**config.mk**
```make
export PLATFORM = sky130hd
export DESIGN_NAME = heading_turn_pid
export DESIGN_NICKNAME = d
export VERILOG_FILES = /design/src/rtl/core/htp_pkg.sv /design/src/rtl/core/htp_drive.sv /design/src/rtl/core/heading_turn_pid.sv
export SDC_FILE = /design/constraint.sdc
export NUM_CORES = 2
export LEC_CHECK = 0
export BUFFER_PORTS_ARGS = -buffer_cell sky130_fd_sc_hd__buf_2
export CAP_MARGIN = 0
export CELL_PAD_IN_SITES_DETAIL_PLACEMENT = 1
export CELL_PAD_IN_SITES_GLOBAL_PLACEMENT = 1
export CORE_ASPECT_RATIO = 0.6
export CORE_MARGIN = 4
export CORE_UTILIZATION = 35
export DETAILED_ROUTE_END_ITERATION = 6
export PLACE_DENSITY = 0.61
export RECOVER_POWER = 100
export SYNTH_ARGS = -nofsm -noshare
export SYNTH_HDL_FRONTEND = slang
export SYNTH_SLANG_ARGS = --single-unit
```
**constraint.sdc**
```tcl
create_clock -name clock -period 31.5 [get_ports clock]
set_clock_uncertainty 0.05 [all_clocks]
set_input_delay 3.15 -clock clock [delete_from_list [all_inputs] [get_ports clock]]
set_output_delay 3.15 -clock clock [all_outputs]
set_load 0.005 [all_outputs]
```
**src/rtl/core/htp_pkg.sv**
```systemverilog
// Shared types and constants for the heading turn PID block.
`default_nettype none

package htp_pkg;

   localparam int unsigned CSR_INDEX_W = 3;
   localparam int unsigned CSR_DATA_W  = 16;

   typedef enum logic [CSR_INDEX_W-1:0] {
      CSR_GAIN_P        = 3'd0,
      CSR_GAIN_I        = 3'd1,
      CSR_GAIN_D        = 3'd2,
      CSR_INTEGRAL_ZONE = 3'd3,
      CSR_SETTLE_BAND   = 3'd4,
      CSR_MAX_DRIVE     = 3'd5,
      CSR_TIMEOUT_TICKS = 3'd6
   } csr_index_type;

   typedef enum logic [1:0] {
      STATUS_RUNNING = 2'd0,
      STATUS_SETTLED = 2'd1,
      STATUS_TIMEOUT = 2'd2,
      STATUS_IDLE    = 2'd3
   } status_type;

   localparam logic FUNC_START  = 1'b0;
   localparam logic FUNC_SAMPLE = 1'b1;

   // register reset values
   localparam logic [15:0] GAIN_P_RESET        = 16'd275;
   localparam logic [15:0] GAIN_I_RESET        = 16'd0;
   localparam logic [15:0] GAIN_D_RESET        = 16'd10;
   localparam logic [14:0] INTEGRAL_ZONE_RESET = 15'd1000;
   localparam logic [14:0] SETTLE_BAND_RESET   = 15'd50;
   localparam logic [13:0] MAX_DRIVE_RESET     = 14'd12000;
   localparam logic [15:0] TIMEOUT_RESET       = 16'd1200;

   // heading wrap, centidegrees
   localparam logic [15:0] FULL_TURN = 16'd36000;
   localparam logic [14:0] HALF_TURN = 15'd18000;
   // floor(2^34 / 36000): quotient low by at most one for 25-bit inputs
   localparam logic [18:0] RECIP_FULL_TURN = 19'd477218;
   localparam int unsigned RECIP_FULL_SHIFT = 34;

   // drive scale: ceil(2^28 / 100) is exact for inputs below 2^21
   localparam logic [6:0]  GAIN_SCALE        = 7'd100;
   localparam logic [21:0] RECIP_SCALE       = 22'd2684355;
   localparam int unsigned RECIP_SCALE_SHIFT = 28;

   localparam logic signed [23:0] SUM_MAX = 24'sh7FFFFF;
   localparam logic signed [23:0] SUM_MIN = -24'sh800000;

   // terms handed from the state stage to the drive back end
   typedef struct packed {
      logic               zero;
      status_type         status;
      logic signed [15:0] err;
      logic signed [23:0] sum;
      logic signed [16:0] delta;
   } term_type;

endpackage

`default_nettype wire

```
**src/rtl/core/htp_drive.sv**
```systemverilog
// Drive back end: P+I+D products, scale by 1/100 toward zero and clamp.
`default_nettype none

module htp_drive
   import htp_pkg::*;
(
   input  wire logic               clock,
   input  wire logic               reset,
   input  wire logic               in_valid,
   output logic                    in_ready,
   input  wire term_type           in_term,
   input  wire logic [15:0]        gain_p,
   input  wire logic [15:0]        gain_i,
   input  wire logic [15:0]        gain_d,
   input  wire logic [13:0]        max_drive,
   output logic                    out_valid,
   input  wire logic               out_ready,
   output logic signed [14:0]      out_drive,
   output status_type              out_status
);

   // stage valids and readies
   logic p1_v_ff, p2_v_ff, p3_v_ff, p4_v_ff, o_v_ff;
   logic r1, r2, r3, r4, ro;

   // clamp limit scaled by 100: |total| at or above it clamps
   logic [20:0] lim_ff, lim_in;

   term_type p1_ff;

   logic               p2_zero_ff;
   status_type         p2_status_ff;
   logic signed [32:0] p2_pe_ff, pe_in;
   logic signed [40:0] p2_ps_ff, ps_in;
   logic signed [33:0] p2_pd_ff, pd_in;

   logic               p3_zero_ff;
   status_type         p3_status_ff;
   logic signed [41:0] p3_total_ff, total_in;

   logic               p4_zero_ff, p4_neg_ff, p4_big_ff;
   status_type         p4_status_ff;
   logic [20:0]        p4_x_ff;
   logic signed [41:0] total_neg;
   logic [41:0]        abs_total;
   logic               big_in;

   logic [42:0]        quot_prod;
   logic [13:0]        mag;
   logic signed [14:0] mag_s;
   logic signed [14:0] drive_in;
   logic signed [14:0] drive_ff;
   status_type         status_ff;

   assign ro       = !o_v_ff || out_ready;
   assign r4       = !p4_v_ff || ro;
   assign r3       = !p3_v_ff || r4;
   assign r2       = !p2_v_ff || r3;
   assign r1       = !p1_v_ff || r2;
   assign in_ready = r1;

   assign lim_in = (21'(max_drive) + 21'd1) * 21'(GAIN_SCALE);

   assign pe_in = 33'(p1_ff.err) * 33'(signed'({1'b0, gain_p}));
   assign ps_in = 41'(p1_ff.sum) * 41'(signed'({1'b0, gain_i}));
   assign pd_in = 34'(p1_ff.delta) * 34'(signed'({1'b0, gain_d}));

   assign total_in = 42'(p2_pe_ff) + 42'(p2_ps_ff) + 42'(p2_pd_ff);

   assign total_neg = -p3_total_ff;
   assign abs_total = p3_total_ff[41] ? total_neg : p3_total_ff;
   assign big_in    = abs_total >= 42'(lim_ff);

   assign quot_prod = 43'(p4_x_ff) * 43'(RECIP_SCALE);
   assign mag       = p4_big_ff ? max_drive
                                : quot_prod[RECIP_SCALE_SHIFT+13:RECIP_SCALE_SHIFT];
   assign mag_s     = signed'({1'b0, mag});
   assign drive_in  = p4_zero_ff ? 15'sd0 : (p4_neg_ff ? -mag_s : mag_s);

   always_ff @(posedge clock) begin
      lim_ff <= lim_in;
      if (reset) begin
         p1_v_ff <= 1'b0;
         p2_v_ff <= 1'b0;
         p3_v_ff <= 1'b0;
         p4_v_ff <= 1'b0;
         o_v_ff  <= 1'b0;
      end else begin
         if (r1) p1_v_ff <= in_valid;
         if (r2) p2_v_ff <= p1_v_ff;
         if (r3) p3_v_ff <= p2_v_ff;
         if (r4) p4_v_ff <= p3_v_ff;
         if (ro) o_v_ff  <= p4_v_ff;
      end
      if (r1 && in_valid) p1_ff <= in_term;
      if (r2 && p1_v_ff) begin
         p2_zero_ff   <= p1_ff.zero;
         p2_status_ff <= p1_ff.status;
         p2_pe_ff     <= pe_in;
         p2_ps_ff     <= ps_in;
         p2_pd_ff     <= pd_in;
      end
      if (r3 && p2_v_ff) begin
         p3_zero_ff   <= p2_zero_ff;
         p3_status_ff <= p2_status_ff;
         p3_total_ff  <= total_in;
      end
      if (r4 && p3_v_ff) begin
         p4_zero_ff   <= p3_zero_ff;
         p4_status_ff <= p3_status_ff;
         p4_neg_ff    <= p3_total_ff[41];
         p4_big_ff    <= big_in;
         p4_x_ff      <= abs_total[20:0];
      end
      if (ro && p4_v_ff) begin
         drive_ff  <= drive_in;
         status_ff <= p4_status_ff;
      end
   end

   assign out_valid  = o_v_ff;
   assign out_drive  = drive_ff;
   assign out_status = status_ff;

endmodule

`default_nettype wire

```
**src/rtl/core/heading_turn_pid.sv**
```systemverilog
// Top level of the heading turn PID: stream ports, registers, wrap and state stages.
`default_nettype none

// Heading turn controller. A start transfer (tuser 0) latches the target as
// heading plus turn_amount and clears integral, last error and tick count; a
// sample transfer (tuser 1) yields the drive for the current heading. Every
// request transfer gives exactly one response transfer, in order. The block
// is a ten-register pipeline: it takes one transfer per clock unless back
// pressure from the response side holds it. Each stage holds its item only
// while the stage behind it is full, so bubbles close up under back pressure
// and new requests keep flowing in until every stage is full. The integral,
// last error and tick count live in a single stage, so back-to-back samples
// see each other's updates. Registers are written through csr_we/csr_index/
// csr_wdata; the user must write them only while no item is in flight, and
// the block itself does not enforce it; index 7 is ignored.

module heading_turn_pid
   import htp_pkg::*;
(
   input  wire logic                   clock,
   input  wire logic                   reset,
   // request side
   input  wire logic                   req_tvalid,
   output logic                        req_tready,
   input  wire logic [47:0]            req_tdata,  // heading[23:0], turn_amount[43:24], zero
   input  wire logic                   req_tuser,  // func
   // response side
   output logic                        rsp_tvalid,
   input  wire logic                   rsp_tready,
   output logic [15:0]                 rsp_tdata,  // drive[14:0], zero
   output logic [1:0]                  rsp_tuser,  // status
   // register writes
   input  wire logic                   csr_we,
   input  wire logic [CSR_INDEX_W-1:0] csr_index,
   input  wire logic [CSR_DATA_W-1:0]  csr_wdata
);

   // ---------------- configuration registers ----------------
   logic [15:0] gain_p_ff, gain_i_ff, gain_d_ff, timeout_ff;
   logic [14:0] zone_ff, settle_ff;
   logic [13:0] max_drive_ff;

   always_ff @(posedge clock) begin
      if (reset) begin
         gain_p_ff    <= GAIN_P_RESET;
         gain_i_ff    <= GAIN_I_RESET;
         gain_d_ff    <= GAIN_D_RESET;
         zone_ff      <= INTEGRAL_ZONE_RESET;
         settle_ff    <= SETTLE_BAND_RESET;
         max_drive_ff <= MAX_DRIVE_RESET;
         timeout_ff   <= TIMEOUT_RESET;
      end else if (csr_we) begin
         case (csr_index_type'(csr_index))
            CSR_GAIN_P:        gain_p_ff    <= csr_wdata;
            CSR_GAIN_I:        gain_i_ff    <= csr_wdata;
            CSR_GAIN_D:        gain_d_ff    <= csr_wdata;
            CSR_INTEGRAL_ZONE: zone_ff      <= csr_wdata[14:0];
            CSR_SETTLE_BAND:   settle_ff    <= csr_wdata[14:0];
            CSR_MAX_DRIVE:     max_drive_ff <= csr_wdata[13:0];
            CSR_TIMEOUT_TICKS: timeout_ff   <= csr_wdata;
            default: ;
         endcase
      end
   end

   // ---------------- pipeline handshake ----------------
   logic v0_ff, v1_ff, v2_ff, v3_ff, v4_ff;
   logic r0, r1, r2, r3, r4, r5;
   logic fire4;

   assign r4         = !v4_ff || r5;
   assign r3         = !v3_ff || r4;
   assign r2         = !v2_ff || r3;
   assign r1         = !v1_ff || r2;
   assign r0         = !v0_ff || r1;
   assign req_tready = r0;
   assign fire4      = v4_ff && r5;

   always_ff @(posedge clock) begin
      if (reset) begin
         v0_ff <= 1'b0;
         v1_ff <= 1'b0;
         v2_ff <= 1'b0;
         v3_ff <= 1'b0;
         v4_ff <= 1'b0;
      end else begin
         if (r0) v0_ff <= req_tvalid;
         if (r1) v1_ff <= v0_ff;
         if (r2) v2_ff <= v1_ff;
         if (r3) v3_ff <= v2_ff;
         if (r4) v4_ff <= v3_ff;
      end
   end

   // ---------------- stage 0: input register, target, raw error ----------------
   logic               s0_func_ff;
   logic signed [23:0] s0_heading_ff;
   logic signed [19:0] s0_turn_ff;
   logic signed [24:0] target_ff, target_in;
   logic signed [25:0] diff, diff_neg;
   logic [24:0]        abs_in;

   always_ff @(posedge clock) begin
      if (r0 && req_tvalid) begin
         s0_func_ff    <= req_tuser;
         s0_heading_ff <= req_tdata[23:0];
         s0_turn_ff    <= req_tdata[43:24];
      end
   end

   assign target_in = 25'(s0_heading_ff) + 25'(s0_turn_ff);
   // target moves only when a start leaves this stage, so later samples see it
   always_ff @(posedge clock) begin
      if (reset) begin
         target_ff <= '0;
      end else if (v0_ff && r1 && s0_func_ff == FUNC_START) begin
         target_ff <= target_in;
      end
   end

   assign diff     = 26'(target_ff) - 26'(s0_heading_ff);
   assign diff_neg = -diff;
   assign abs_in   = diff[25] ? diff_neg[24:0] : diff[24:0];

   // ---------------- stage 1: quotient by a full turn ----------------
   logic        s1_func_ff, s1_neg_ff;
   logic [24:0] s1_abs_ff;
   logic [43:0] quot_prod;

   always_ff @(posedge clock) begin
      if (r1 && v0_ff) begin
         s1_func_ff <= s0_func_ff;
         s1_neg_ff  <= diff[25];
         s1_abs_ff  <= abs_in;
      end
   end

   assign quot_prod = 44'(s1_abs_ff) * 44'(RECIP_FULL_TURN);

   // ---------------- stage 2: remainder with one correction ----------------
   logic        s2_func_ff, s2_neg_ff;
   logic [24:0] s2_abs_ff;
   logic [8:0]  s2_quot_ff;
   logic [24:0] quot_turns, rem_raw;
   logic [15:0] rem_in;

   always_ff @(posedge clock) begin
      if (r2 && v1_ff) begin
         s2_func_ff <= s1_func_ff;
         s2_neg_ff  <= s1_neg_ff;
         s2_abs_ff  <= s1_abs_ff;
         s2_quot_ff <= quot_prod[RECIP_FULL_SHIFT+8:RECIP_FULL_SHIFT];
      end
   end

   assign quot_turns = 25'(s2_quot_ff) * 25'(FULL_TURN);
   assign rem_raw    = s2_abs_ff - quot_turns;
   assign rem_in     = (rem_raw >= 25'(FULL_TURN)) ? 16'(rem_raw - 25'(FULL_TURN))
                                                   : rem_raw[15:0];

   // ---------------- stage 3: fold into half a turn, restore sign ----------------
   logic               s3_func_ff, s3_neg_ff;
   logic [15:0]        s3_rem_ff;
   logic               past_half;
   logic [14:0]        mag_in;
   logic signed [15:0] mag_s, err_in;

   always_ff @(posedge clock) begin
      if (r3 && v2_ff) begin
         s3_func_ff <= s2_func_ff;
         s3_neg_ff  <= s2_neg_ff;
         s3_rem_ff  <= rem_in;
      end
   end

   assign past_half = s3_rem_ff > 16'(HALF_TURN);
   assign mag_in    = past_half ? 15'(FULL_TURN - s3_rem_ff) : s3_rem_ff[14:0];
   assign mag_s     = signed'({1'b0, mag_in});
   // folding past half a turn flips the sign of the error
   assign err_in    = (s3_neg_ff ^ past_half) ? -mag_s : mag_s;

   // ---------------- stage 4: turn state ----------------
   logic               s4_func_ff;
   logic signed [15:0] s4_err_ff;
   logic [14:0]        s4_mag_ff;

   logic signed [23:0] sum_ff, sum_in, sum_sat;
   logic signed [24:0] sum_add;
   logic signed [15:0] prev_ff, prev_in;
   logic [15:0]        tick_ff, tick_in;
   logic               active_ff, active_in;
   term_type           term;

   always_ff @(posedge clock) begin
      if (r4 && v3_ff) begin
         s4_func_ff <= s3_func_ff;
         s4_err_ff  <= err_in;
         s4_mag_ff  <= mag_in;
      end
   end

   assign sum_add = 25'(sum_ff) + 25'(s4_err_ff);
   assign sum_sat = (sum_add[24] != sum_add[23]) ? (sum_add[24] ? SUM_MIN : SUM_MAX)
                                                 : sum_add[23:0];

   always_comb begin
      sum_in      = sum_ff;
      prev_in     = prev_ff;
      tick_in     = tick_ff;
      active_in   = active_ff;
      term.zero   = 1'b1;
      term.status = STATUS_IDLE;
      if (s4_func_ff == FUNC_START) begin
         // a start restarts the turn even while one is running
         sum_in      = '0;
         prev_in     = '0;
         tick_in     = '0;
         active_in   = 1'b1;
         term.status = STATUS_RUNNING;
      end else if (!active_ff) begin
         term.status = STATUS_IDLE;
      end else if (tick_ff >= timeout_ff) begin
         active_in   = 1'b0;
         term.status = STATUS_TIMEOUT;
      end else begin
         tick_in = tick_ff + 16'd1;
         prev_in = s4_err_ff;
         // integral runs only inside the zone, otherwise it is dropped
         sum_in  = (s4_mag_ff < zone_ff) ? sum_sat : 24'sd0;
         if (s4_mag_ff < settle_ff) begin
            active_in   = 1'b0;
            term.status = STATUS_SETTLED;
         end else begin
            term.zero   = 1'b0;
            term.status = STATUS_RUNNING;
         end
      end
      term.err   = s4_err_ff;
      term.sum   = sum_in;
      term.delta = 17'(s4_err_ff) - 17'(prev_ff);
   end

   always_ff @(posedge clock) begin
      if (reset) begin
         sum_ff    <= '0;
         prev_ff   <= '0;
         tick_ff   <= '0;
         active_ff <= 1'b0;
      end else if (fire4) begin
         sum_ff    <= sum_in;
         prev_ff   <= prev_in;
         tick_ff   <= tick_in;
         active_ff <= active_in;
      end
   end

   // ---------------- stages 5 to 9: drive back end ----------------
   logic signed [14:0] drive;
   status_type         status;

   htp_drive u_drive (
      .clock      (clock),
      .reset      (reset),
      .in_valid   (v4_ff),
      .in_ready   (r5),
      .in_term    (term),
      .gain_p     (gain_p_ff),
      .gain_i     (gain_i_ff),
      .gain_d     (gain_d_ff),
      .max_drive  (max_drive_ff),
      .out_valid  (rsp_tvalid),
      .out_ready  (rsp_tready),
      .out_drive  (drive),
      .out_status (status)
   );

   assign rsp_tdata = {1'b0, drive};
   assign rsp_tuser = status;

endmodule

`default_nettype wire
```
==> results_dict.tcl <==
set metrics [dict create \
    status "complete, but fails checks" \
    violations "max-capacitance violations, max-slew violations" \
    avgSynthCellArea_sq_um 9.74 \
    yosys.area_share.simple_pct 13.0 \
    fmax_mhz 105 \
    synth_top_family_by_area "adder cells" \
    final_area_sq_um 86100 \
    cts_setup_buffers 0 \
    num_rows 135 \
    cts.repair.resized 0 \
    drc 0 \
    cts_hold_buf 0 \
    area_growth_pct 8.11 \
    async_flop_share_pct 0 \
    r2r_cells 22 \
    io_buffer_count 87 \
    nNetsFinal 10400 \
    cts_root_buf "clkbuf_16" \
    synth_edf_count 416 \
    combPwrFrac_pct 62.8 \
    final_core_util_pct 38.1 \
    rrSetupSlack_ns 22.29 \
    final_cell_mix "inv_1 (1565), fa_1 (1169), nand2_1 (962), ha_1 (946), edfxtp_1 (416)" \
    num_io_pins 93 \
    chipWidth_um 624 \
    critical_path_class "input pin to register" \
    grt_pass1_vias 61800 \
    instances_no_fill 11300 \
    grt_overflow 0 \
    power_density_nw_per_um2 63.6 \
    core-area_sq_um 226000 \
    post_drt_wl_per_cell_um 21.8 \
    grt_max_degree 82 \
    worst_slew_pin_slew_ns 4.39 \
    crit_path_max_fanout 64 \
    dr.pass1.iters 5 \
    ir_drop_v 0.000187 \
    vias_per_cell 5.08 \
    grt_antenna_before_repair 35 \
    pwr-share-clk_pct 17.2 \
    synthesis.area_sq_um 79700 \
    syn_nets 10400 \
    arrival_ns 9.84 \
    synth.area.mux_share_pct 0.217 \
    min_path_cells 0 \
    min_period_ns 9.50 \
    synthFlopType "edfxtp_1" \
    seq_area_frac_synth_pct 21.2 \
    cellLeakagePower_nw 38.8 \
    p_seq_share_pct 20.1 \
    clock_latency_ns 0.71 \
    synth-seq-cells 635 \
    setup_viol 0 \
    hold-worst-slack_ns 0.359 \
    slew_viol_final 673 \
    ant_nets 0 \
    grt_setup_unrepaired "false" \
    synthAdderAreaFrac_pct 44.2 \
    start_util_pct 35.3 \
    startpoint_type "input pin" \
    dpl.hpwl_mm 201 \
    hold_viol 0 \
    min_to "u_drive.p4_zero_ff" \
    internal-power_mw 2.96 \
    clkSinkCount 635 \
    placed_area_sq_um 83700 \
    maxCapViolations 16 \
    netlist_instances 8184 \
    swShare_pct 45.9 \
    relSlewSlack_pct -196 \
    setup_slack_ns 22.00 \
    grt_pass1_wl_mm 381 \
    cts_buffer_depth 3 \
    power_switching_mw 2.51 \
    die-area_sq_um 236000 \
    dp_slack_ns 21.85 \
    hp-start "u_drive.p3_zero_ff" \
    synth-compound-area-share_pct 8.76 \
    dpl.cell_count 11100 \
    layout_commonest_cell "inv_1" \
    fillers 25700 \
    fin_setup_tns_ns 0 \
    multiInputGateArea_sq_um 56100 \
    seq_area_sq_um 16900 \
    cts_tree "built" \
    ys_types 96 \
    yosys_warnings 0 \
    clk_pin_slew_worst_paths_ns 0.07 \
    grtUsageTotal_pct 21.0 \
    fin_crit_sh_pct 30.2 \
    numCtsBuffers 73 \
    power_mw 5.48 \
    gp_congestion 0.884 \
    drive_gt1_share_pct 3.38 \
    critPathCaptureType "register" \
    h-tree-depth 3 \
    rr_endpoint "u_drive.out_drive[10]" \
    hold_class "register to register" \
    vias 57400 \
    synthXorXnorAreaFrac_pct 4.20 \
    routed_wl_mm 246 \
    die_h_um 378 \
    r2r-start "u_drive.p4_x_ff[6]" \
    drt-initial-drc-count 4114 \
    crit_required_ns 31.84 \
]
-- registers in the layout, summed over array words and instances (netlist names), 19 cells and up --
signal and flops:
u_drive.lim_ff 19, u_drive.p4_x_ff 21, s2_abs_ff 25, sum_ff 24
u_drive.p2_ps_ff 41, s1_abs_ff 25, u_drive.p1_ff 60, target_ff 25
u_drive.p2_pe_ff 33, u_drive.p3_total_ff 42, s0_heading_ff 24, u_drive.p2_pd_ff 34
s0_turn_ff 20
-- worst max-delay path, stage by stage --
cell and delay, ns:
buf_2 0.08, nor2b_1 0.15, and3_1 0.35, and3_1 0.46
nand2b_1 0.53, clkinv_1 0.12, clkbuf_1 2.70, nand2b_1 1.34
clkbuf_1 0.54, a22oi_1 0.30, nor2_1 0.07
-- worst max-delay path by stage --
stage | start | endpoint | slack (ns)
after floorplan | rsp_tready | u_drive.p2_pd_ff[0] | 19.22
after global placement | rsp_tready | req_tready | 21.93
after detailed placement | rsp_tready | req_tready | 21.85
after CTS | rsp_tready | req_tready | 21.86
after global routing | rsp_tready | prev_ff[12] | 21.45
final | rsp_tready | prev_ff[12] | 22.00
-- layer usage --
metal | track usage, % | share of wire [%] | vias to the layer above
met2 | 29.1 | 39 | 1383
li1 | - | - | 26300
met4 | 2.64 | 1.1 | 0
met1 | 34.1 | 53 | 29500
met5 | 0 | 0 | -
met3 | 4.00 | 7.2 | 172
-- power groups by stage --
stage | logic, mW | registers, mW | clock network, mW
CTS | 3.44 | 1.10 | 0.968
detailed placement | 3.38 | 1.11 | 0
finish | 3.44 | 1.10 | 0.940
floorplan | 2.49 | 1.08 | 0
global placement | 3.27 | 1.11 | 0
global route | 3.85 | 1.10 | 1.00
-- kinds of logic after synthesis --
group | after synthesis
AND/OR/NAND/NOR | 2166
adder cells (fa/ha/maj) | 2115
buffers and inverters | 1788
AO/OA/AOI/OAI | 1080
flip-flops | 635
XOR/XNOR | 382
multiplexers | 17
other | 1
-- cell type report --
cell class / count / area share, %
antenna: 6 / 0.0174
timing repair buffer: 164 / 1.03
multi-input combinational: 5761 / 65.1
tap: 3014 / 4.38
inverter: 1566 / 6.82
clock buffer: 90 / 2.25
clock inverter: 45 / 0.780
sequential: 635 / 19.6
-- synth_stat cells (93+ instances only) --
library cell / instances / area [sq um]
inv_1: 1565 / 5870
fa_1: 1169 / 23400
nand2_1: 962 / 3610
ha_1: 946 / 11800
edfxtp_1: 416 / 12500
and2_1: 404 / 2530
a21oi_1: 356 / 1780
nor2_1: 302 / 1130
xnor2_1: 269 / 2360
dfxtp_1: 219 / 4380
clkbuf_1: 209 / 785
o21ai_0: 152 / 761
a21o_1: 129 / 968
xor2_1: 113 / 990
nand3_1: 93 / 465
Note: power is estimated with default switching activity, not from simulation.
